<file path="config.mk">
export PLATFORM = sky130hd
export DESIGN_NAME = min_tracking_stack_core
export DESIGN_NICKNAME = d
export VERILOG_FILES = /design/src/hw/rtl/msk_pkg.sv /design/src/hw/rtl/msk_ctrl.sv /design/src/hw/rtl/msk_dp.sv /design/src/hw/rtl/min_tracking_stack_core.sv
export SDC_FILE = /design/constraint.sdc
export NUM_CORES = 2
export LEC_CHECK = 0
export BUFFER_PORTS_ARGS = -buffer_cell sky130_fd_sc_hd__buf_2
export CAP_MARGIN = 20
export CORE_MARGIN = 1.5
export CORE_UTILIZATION = 40
export CTS_CLUSTER_SIZE = 12
export DETAILED_ROUTE_END_ITERATION = 16
export GPL_ROUTABILITY_DRIVEN = 1
export PLACE_DENSITY = 0.63
export SLEW_MARGIN = 20
export SYNTH_ARGS = -nofsm -noshare
export SYNTH_HDL_FRONTEND = slang
export SYNTH_SLANG_ARGS = --single-unit
export TNS_END_PERCENT = 50
</file>
<file path="constraint.sdc">
create_clock -name clk -period 6.5 [get_ports clk]
set_input_delay 1.625 -clock clk [delete_from_list [all_inputs] [get_ports clk]]
set_output_delay 1.625 -clock clk [all_outputs]
set_load 0.02 [all_outputs]
</file>
<file path="src/hw/rtl/msk_pkg.sv">
`timescale 1ns / 1ps

package msk_pkg;

  // Default sizing of the stack.
  localparam int DEPTH_DEF       = 64;
  localparam int VALUE_WIDTH_DEF = 32;

  // Fixed widths of the request and result fields on the ports.
  localparam int VAL_PORT_W   = 32;
  localparam int STATUS_W     = 2;
  localparam int COUNT_PORT_W = 7;

  // Request type codes.
  localparam logic REQ_PUSH = 1'b0;
  localparam logic REQ_POP  = 1'b1;

  // Result status codes.
  typedef enum logic [STATUS_W-1:0] {
    ST_DONE  = 2'd0,
    ST_FULL  = 2'd1,
    ST_EMPTY = 2'd2
  } status_t;

  // Commands from the controller to the datapath.
  typedef struct packed {
    logic exec;   // a request is accepted this cycle
    logic scan;   // a minimum rescan is in progress
    logic emit;   // a result is produced this cycle
  } msk_cmd_t;

  // Status from the datapath to the controller.
  typedef struct packed {
    logic needs_scan;  // the offered request pops the recorded minimum off a stack of more than one entry
    logic scan_done;   // the last entry of the rescan is compared now
    logic skid_full;   // the result skid register is occupied
  } msk_stat_t;

  // One result as it sits in the output registers.
  typedef struct packed {
    status_t                  status;
    logic [VAL_PORT_W-1:0]    min_value;
    logic                     stack_empty;
    logic [COUNT_PORT_W-1:0]  entry_count;
  } msk_res_t;

endpackage

</file>
<file path="src/hw/rtl/msk_ctrl.sv">
`timescale 1ns / 1ps

module msk_ctrl (
  input  logic               clk,
  input  logic               rst_n,
  input  logic               in_valid,
  output logic               in_stall,
  input  msk_pkg::msk_stat_t stat,
  output msk_pkg::msk_cmd_t  cmd
);
  import msk_pkg::*;

  typedef enum logic {
    S_IDLE,
    S_SCAN
  } state_t;

  state_t state_r;
  state_t state_nxt;
  logic   accept;

  // New requests wait while a rescan runs or the skid holds a result.
  assign in_stall = (state_r != S_IDLE) || stat.skid_full;
  assign accept   = in_valid && !in_stall;

  always_comb begin
    state_nxt = state_r;
    cmd.exec  = accept;
    cmd.scan  = (state_r == S_SCAN);
    cmd.emit  = 1'b0;
    case (state_r)
      S_IDLE: begin
        if (accept) begin
          if (stat.needs_scan) begin
            state_nxt = S_SCAN;
          end else begin
            cmd.emit = 1'b1;
          end
        end
      end
      S_SCAN: begin
        if (stat.scan_done) begin
          cmd.emit  = 1'b1;
          state_nxt = S_IDLE;
        end
      end
      default: begin
        state_nxt = S_IDLE;
      end
    endcase
  end

  always_ff @(posedge clk) begin
    if (!rst_n) begin
      state_r <= S_IDLE;
    end else begin
      state_r <= state_nxt;
    end
  end

endmodule

</file>
<file path="src/hw/rtl/msk_dp.sv">
`timescale 1ns / 1ps

module msk_dp #(
  parameter int DEPTH       = msk_pkg::DEPTH_DEF,
  parameter int VALUE_WIDTH = msk_pkg::VALUE_WIDTH_DEF
) (
  input  logic                                  clk,
  input  logic                                  rst_n,
  input  msk_pkg::msk_cmd_t                     cmd,
  output msk_pkg::msk_stat_t                    stat,
  input  logic                                  in_req_type,
  input  logic signed [msk_pkg::VAL_PORT_W-1:0] in_push_value,
  output logic                                  out_valid,
  input  logic                                  out_stall,
  output msk_pkg::msk_res_t                     out_res
);
  import msk_pkg::*;

  localparam int AW = (DEPTH > 1) ? $clog2(DEPTH) : 1;
  localparam int CW = $clog2(DEPTH + 1);

  logic signed [VALUE_WIDTH-1:0] mem [DEPTH];

  logic [CW-1:0]                 count_r, count_nxt;
  logic signed [VALUE_WIDTH-1:0] min_r, min_nxt;
  logic [AW-1:0]                 pos_r, pos_nxt;

  logic [AW-1:0]                 scan_addr_r;
  logic [AW-1:0]                 rd_idx_r;
  logic                          rd_vld_r;
  logic signed [VALUE_WIDTH-1:0] rd_data_r;
  logic                          issue;

  logic signed [VALUE_WIDTH-1:0] push_val;
  logic                          do_push;
  status_t                       exec_status;
  status_t                       res_status;
  msk_res_t                      res_new;

  logic     ov_r, ov_nxt, sv_r, sv_nxt;
  msk_res_t o_r, o_nxt, s_r, s_nxt;

  // Sign-extend or wrap the 32-bit request value to the stored width.
  assign push_val = VALUE_WIDTH'(in_push_value);
  assign do_push  = cmd.exec && (in_req_type == REQ_PUSH) && (count_r != CW'(DEPTH));

  assign stat.needs_scan = (in_req_type == REQ_POP) && (count_r > CW'(1))
                           && (CW'(pos_r) == count_r - CW'(1));
  assign stat.scan_done  = rd_vld_r && (CW'(rd_idx_r) == count_r - CW'(1));
  assign stat.skid_full  = sv_r;

  assign issue = cmd.scan && (CW'(scan_addr_r) < count_r);

  always_comb begin
    count_nxt   = count_r;
    min_nxt     = min_r;
    pos_nxt     = pos_r;
    exec_status = ST_DONE;
    if (cmd.exec) begin
      if (in_req_type == REQ_PUSH) begin
        if (count_r == CW'(DEPTH)) begin
          exec_status = ST_FULL;
        end else begin
          count_nxt = count_r + CW'(1);
          if ((count_r == '0) || (push_val < min_r)) begin
            min_nxt = push_val;
            pos_nxt = count_r[AW-1:0];
          end
        end
      end else begin
        if (count_r == '0) begin
          exec_status = ST_EMPTY;
        end else begin
          count_nxt = count_r - CW'(1);
          if (count_r == CW'(1)) begin
            min_nxt = '0;
            pos_nxt = '0;
          end
        end
      end
    end
    // Rescan: the first entry seeds the running minimum, later ones replace
    // it only when strictly smaller so the lowest position wins on ties.
    if (rd_vld_r && ((rd_idx_r == '0) || (rd_data_r < min_r))) begin
      min_nxt = rd_data_r;
      pos_nxt = rd_idx_r;
    end
  end

  assign res_status          = cmd.scan ? ST_DONE : exec_status;
  assign res_new.status      = res_status;
  assign res_new.min_value   = (count_nxt == '0) ? '0 : VAL_PORT_W'($unsigned(min_nxt));
  assign res_new.stack_empty = (count_nxt == '0);
  assign res_new.entry_count = COUNT_PORT_W'(count_nxt);

  // Two-entry result queue: output register plus skid register.
  always_comb begin
    ov_nxt = ov_r;
    sv_nxt = sv_r;
    o_nxt  = o_r;
    s_nxt  = s_r;
    if (ov_r && !out_stall) begin
      if (sv_r) begin
        o_nxt  = s_r;
        sv_nxt = 1'b0;
      end else begin
        ov_nxt = 1'b0;
      end
    end
    if (cmd.emit) begin
      if (!ov_nxt) begin
        o_nxt  = res_new;
        ov_nxt = 1'b1;
      end else begin
        s_nxt  = res_new;
        sv_nxt = 1'b1;
      end
    end
  end

  assign out_valid = ov_r;
  assign out_res   = o_r;

  always_ff @(posedge clk) begin
    if (do_push) begin
      mem[count_r[AW-1:0]] <= push_val;
    end
    if (issue) begin
      rd_data_r <= mem[scan_addr_r];
    end
    rd_idx_r <= scan_addr_r;
    o_r      <= o_nxt;
    s_r      <= s_nxt;
  end

  always_ff @(posedge clk) begin
    if (!rst_n) begin
      count_r     <= '0;
      min_r       <= '0;
      pos_r       <= '0;
      scan_addr_r <= '0;
      rd_vld_r    <= 1'b0;
      ov_r        <= 1'b0;
      sv_r        <= 1'b0;
    end else begin
      count_r  <= count_nxt;
      min_r    <= min_nxt;
      pos_r    <= pos_nxt;
      rd_vld_r <= issue;
      ov_r     <= ov_nxt;
      sv_r     <= sv_nxt;
      if (cmd.exec) begin
        scan_addr_r <= '0;
      end else if (issue) begin
        scan_addr_r <= scan_addr_r + AW'(1);
      end
    end
  end

endmodule

</file>
<file path="src/hw/rtl/min_tracking_stack_core.sv">
`timescale 1ns / 1ps
// Push, plain pop and refused requests: the result is registered on acceptance, and
// a new request can be taken every cycle while the result queue has room.
// A pop that removes the recorded minimum rescans the N remaining entries through the
// single read port of the value memory; no request is taken until its result is produced.
// Reset (rst_n low, synchronous) empties the stack and the result queue; memory is not cleared.

module min_tracking_stack_core #(
  parameter int DEPTH       = msk_pkg::DEPTH_DEF,
  parameter int VALUE_WIDTH = msk_pkg::VALUE_WIDTH_DEF
) (
  input  logic                                    clk,
  input  logic                                    rst_n,
  input  logic                                    in_valid,
  output logic                                    in_stall,
  input  logic                                    in_req_type,
  input  logic signed [msk_pkg::VAL_PORT_W-1:0]   in_push_value,
  output logic                                    out_valid,
  input  logic                                    out_stall,
  output logic [msk_pkg::STATUS_W-1:0]            out_status,
  output logic signed [msk_pkg::VAL_PORT_W-1:0]   out_min_value,
  output logic                                    out_stack_empty,
  output logic [msk_pkg::COUNT_PORT_W-1:0]        out_entry_count
);
  import msk_pkg::*;

  // The controller sequences each request: it accepts when idle and the
  // result skid is free, and parks in a scan state while the datapath
  // walks the memory to find a new minimum after the old one was popped.
  msk_cmd_t  cmd;
  msk_stat_t stat;
  msk_res_t  res;

  msk_ctrl u_ctrl (
    .clk      (clk),
    .rst_n    (rst_n),
    .in_valid (in_valid),
    .in_stall (in_stall),
    .stat     (stat),
    .cmd      (cmd)
  );

  // The datapath holds the value memory, the entry count, the recorded
  // minimum with its position, the rescan address pipeline and the
  // two-deep result queue that decouples request and result sides.
  msk_dp #(
    .DEPTH       (DEPTH),
    .VALUE_WIDTH (VALUE_WIDTH)
  ) u_dp (
    .clk           (clk),
    .rst_n         (rst_n),
    .cmd           (cmd),
    .stat          (stat),
    .in_req_type   (in_req_type),
    .in_push_value (in_push_value),
    .out_valid     (out_valid),
    .out_stall     (out_stall),
    .out_res       (res)
  );

  // Each result field leaves the block on its own port.
  assign out_status      = res.status;
  assign out_min_value   = res.min_value;
  assign out_stack_empty = res.stack_empty;
  assign out_entry_count = res.entry_count;

endmodule

</file>
==> key figures <==
Worst setup path
  – CP Max Fanout: 24
  – Critical Path AT: between 5000 and 6000 ps
  – Worst Setup End Kind: register
  – Critical setup path kind: register to register
  – Worst endpoint required time: between 7000 and 8000 ps
  – Critical Path Source Type: register

Timing
  – Worst Skew: 29.03 ps
  – Max transition margin: 25.33%
  – Final hold viol count: 0
  – Fin crit share: 76.56%
  – Worst-Margin Slew: 1117 ps
  – Final Critical Period: 4977 ps
  – Setup TNS Final: 0 ps
  – Setup WS post-layout: 1523 ps
  – Setup-failing EPs final: 0
  – Slew Viols, Final: 0
  – Max Fclk: 0.2009 GHz
  – RSZ-0062 raised after global routing: no

Die
  – Starting density of the core: about two fifths
  – CORE AREA: approximately 220000 um2
  – IO Pins: between 80 and 90
  – Die area: 220200 um2
  – Die width: ~470 um
  – Die height: 469.2 um
  – Number of core rows: 170

Power
  – Overall Power: 30.21 mW
  – Static Leak: 29.42 nW
  – Power density over cell area: 306.9 nW/um2
  – VDD IR max: 0.2485 mV

Logic synthesis
  – Number of distinct library cells after synthesis: 60
  – Number of flops mapped to enable cells by yosys: between 2000 and 2500
  – Sequential area share after synthesis: between 70% and 80%
  – Post-Syn Nets: 4021
  – Post-Synthesis Cells: 3913
  – Mapped Area: 86940 um2
  – Yosys Warn Count: 0
  – Synth Flop Type: edfxtp_1
  – Async S/R FF share, synth: 0%
  – Syn avg cell area: 22.22 um2
  – Seq cells post-synth: between 2000 and 2500

Global route
  – Vias in the first global route: 42223
  – First-pass GRT wire length: 322600 um
  – Initial antenna violation count: 26
  – Pin count of the biggest net entering global routing: 103
  – Overflow after GRT: 0
  – GRT Total Usage: 20.47%

CTS
  – Hold-fix buffers, CTS: 0
  – Post-CTS Setup Bufs: 0
  – CTS Buf Count: 219
  – Clock-pin slew on the worst setup and hold paths: 60 ps
  – Clock sinks: between 2000 and 2500
  – Clk Latency, worst-skew pair: 830 ps
  – TritonCTS clock tree: yes
  – H-Tree Depth: 4
  – Maximum clock path buffer count: 3
  – Root Driver: clkbuf_16
  – Post-cts resize count: 0

Place
  – Final HPWL DP: 134500 um
  – Placed Instances: about 6800
  – PortBufs: 80
  – Final Wtd Congestion: 0.8529
  – Worst slack, placed: 949.4 ps

Detailed routing
  – Total Routed Length: 227500 um
  – Drt drc: 0
  – Vias: 42741
  – Starting DRT DRC Count: 5959
  – Final ANT Viol Nets: 0
  – Drt pass-1 iters: 8
  – Wire length per cell: 31.90 um
  – DR vias/cell: 5.993

Final layout
  – Fin cells: roughly 7100
  – Post-layout util: 45.73%
  – Area added between synthesis and finish: 13.23%
  – Final net count: 4255
  – Layout cell share with drive strength beyond 1: between 20 and 30%

Min path
  – Hold Crit Class: register to register

Run status
  – Outcome: completed

Run
  – Max_cap viols: 0
worst max-delay path: stages (launching register included):
cell	delay, ps
dfxtp_1	510
inv_1	260
ha_1	390
or3b_1	440
nor3_1	440
a21oi_1	150
xnor2_1	710
nand2_1	200
nor4_4	830
nor3b_4	190
buf_4	310
a221o_1	390
report_power, final:
| part | switching [mW] | internal (mW) | leakage [nW] |
|---|---|---|---|
| Clock | 5.20 | 6.57 | 3.15 |
| Sequential | 0.239 | 16.0 | 19.9 |
| Combinational | 1.55 | 0.681 | 6.34 |
placed cells by master (no fill, tap or decap), types with 9 or more instances in the layout:
cell,Yosys,final
clkbuf_16,0,222
nand4_1,11,11
clkinv_1,1,33
mux4_2,672,672
clkbuf_1,160,76
a21o_1,10,10
and2_1,10,9
a221o_1,33,33
a22o_1,32,32
a21oi_1,64,63
nor3b_1,34,34
nand3_1,25,23
buf_4,1,134
buf_2,17,80
clkinv_2,0,9
dfxtp_1,103,97
clkbuf_8,0,9
nand2_1,116,116
ha_1,71,71
buf_12,0,14
a211oi_1,9,9
nor2_4,0,64
inv_1,46,46
mux2i_1,14,14
a221oi_2,10,10
nor2_1,126,62
nor3_1,44,43
a221oi_1,30,30
o21ai_0,30,30
edfxtp_1,2122,2122
cell usage after synthesis, types with 30 or more instances:
| cell | instances | area (um2) |
|---|---|---|
| nor2_1 | 126 | 473.0 |
| a221o_1 | 33 | 330.3 |
| ha_1 | 71 | 888.4 |
| dfxtp_1 | 103 | 2062 |
| nand2_1 | 116 | 435.4 |
| a22o_1 | 32 | 280.3 |
| buf_1 | 38 | 142.6 |
| o21ai_0 | 30 | 150.1 |
| a221oi_1 | 30 | 262.8 |
| nor3b_1 | 34 | 255.2 |
| a21oi_1 | 64 | 320.3 |
| mux4_2 | 672 | 15130 |
| clkbuf_1 | 160 | 600.6 |
| nor3_1 | 44 | 220.2 |
| inv_1 | 46 | 172.7 |
| edfxtp_1 | 2122 | 63720 |
layer usage:
metal	vias up	part of all wire, %	GRT usage, %
met2	2051	47	31.76
met5	-	0.027	0
met4	10	1.7	3.967
li1	17081	-	-
met3	278	8.9	3.869
met1	23321	42	30.42
path summary, 6_finish.rpt:
kind | start | endpoint | slack [ps] | cells past startpoint
max | u_dp.count_r[0]$_SDFF_PN0_ | u_dp.out_res[24]$_DFF_P_ | 1520 | 11
min | u_dp.pos_r[5]$_SDFFE_PN0P_ | u_dp.pos_r[5]$_SDFFE_PN0P_ | 520 | 2
max reg2reg | u_dp.count_r[0]$_SDFF_PN0_ | u_dp.out_res[24]$_DFF_P_ | 1520 | 11
min reg2reg | u_dp.pos_r[5]$_SDFFE_PN0P_ | u_dp.pos_r[5]$_SDFFE_PN0P_ | 520 | 2
metrics by stage:
step | instance area (um2) | hold slack [ps]
4_1_cts | 98410 | 527.0
2_1_floorplan | 86940 | 354.0
5_1_grt | 98440 | 548.4
3_5_place_dp | 91910 | 510.2
6_report | 98440 | 523.8
3_3_place_gp | 91900 | 501.0
cell type report:
type                       instances  area [um2]
fill                           17659      116800
sequential                      2225       65800
multi-input combinational       1425       20690
clock buffer                     307        5964
tap                             2838        3551
timing repair buffer             229        1714
clock inverter                    59       538.0
inverter                          47       176.4
antenna                            2       5.005
registers in the layout, indices dropped and copies added (netlist names):
register / flops
u_dp.mem: 2048
u_dp.out_res: 42
u_dp.s_r: 42
u_dp.min_r: 32
u_dp.rd_data_r: 32
u_dp.count_r: 7
u_dp.pos_r: 6
u_dp.rd_idx_r: 6
u_dp.scan_addr_r: 6
u_ctrl.state_r: 1
u_dp.out_valid: 1
u_dp.rd_vld_r: 1
u_dp.sv_r: 1
cells by family (layout without fill, tap and decap cells):
family,count (synthesis),in the layout,share of synthesized area [%]
muxes,687,687,17.58
and+or+nand+nor,408,408,2.261
xor gates and xnor gates,15,15,0.1828
AOI/OAI and AO/OA,244,244,2.124
other,0,2,0
adders and majority gates,71,71,1.022
DFF,2225,2225,75.66
buffers and inverters,263,642,1.164
Note: power is estimated with default switching activity, not from simulation.
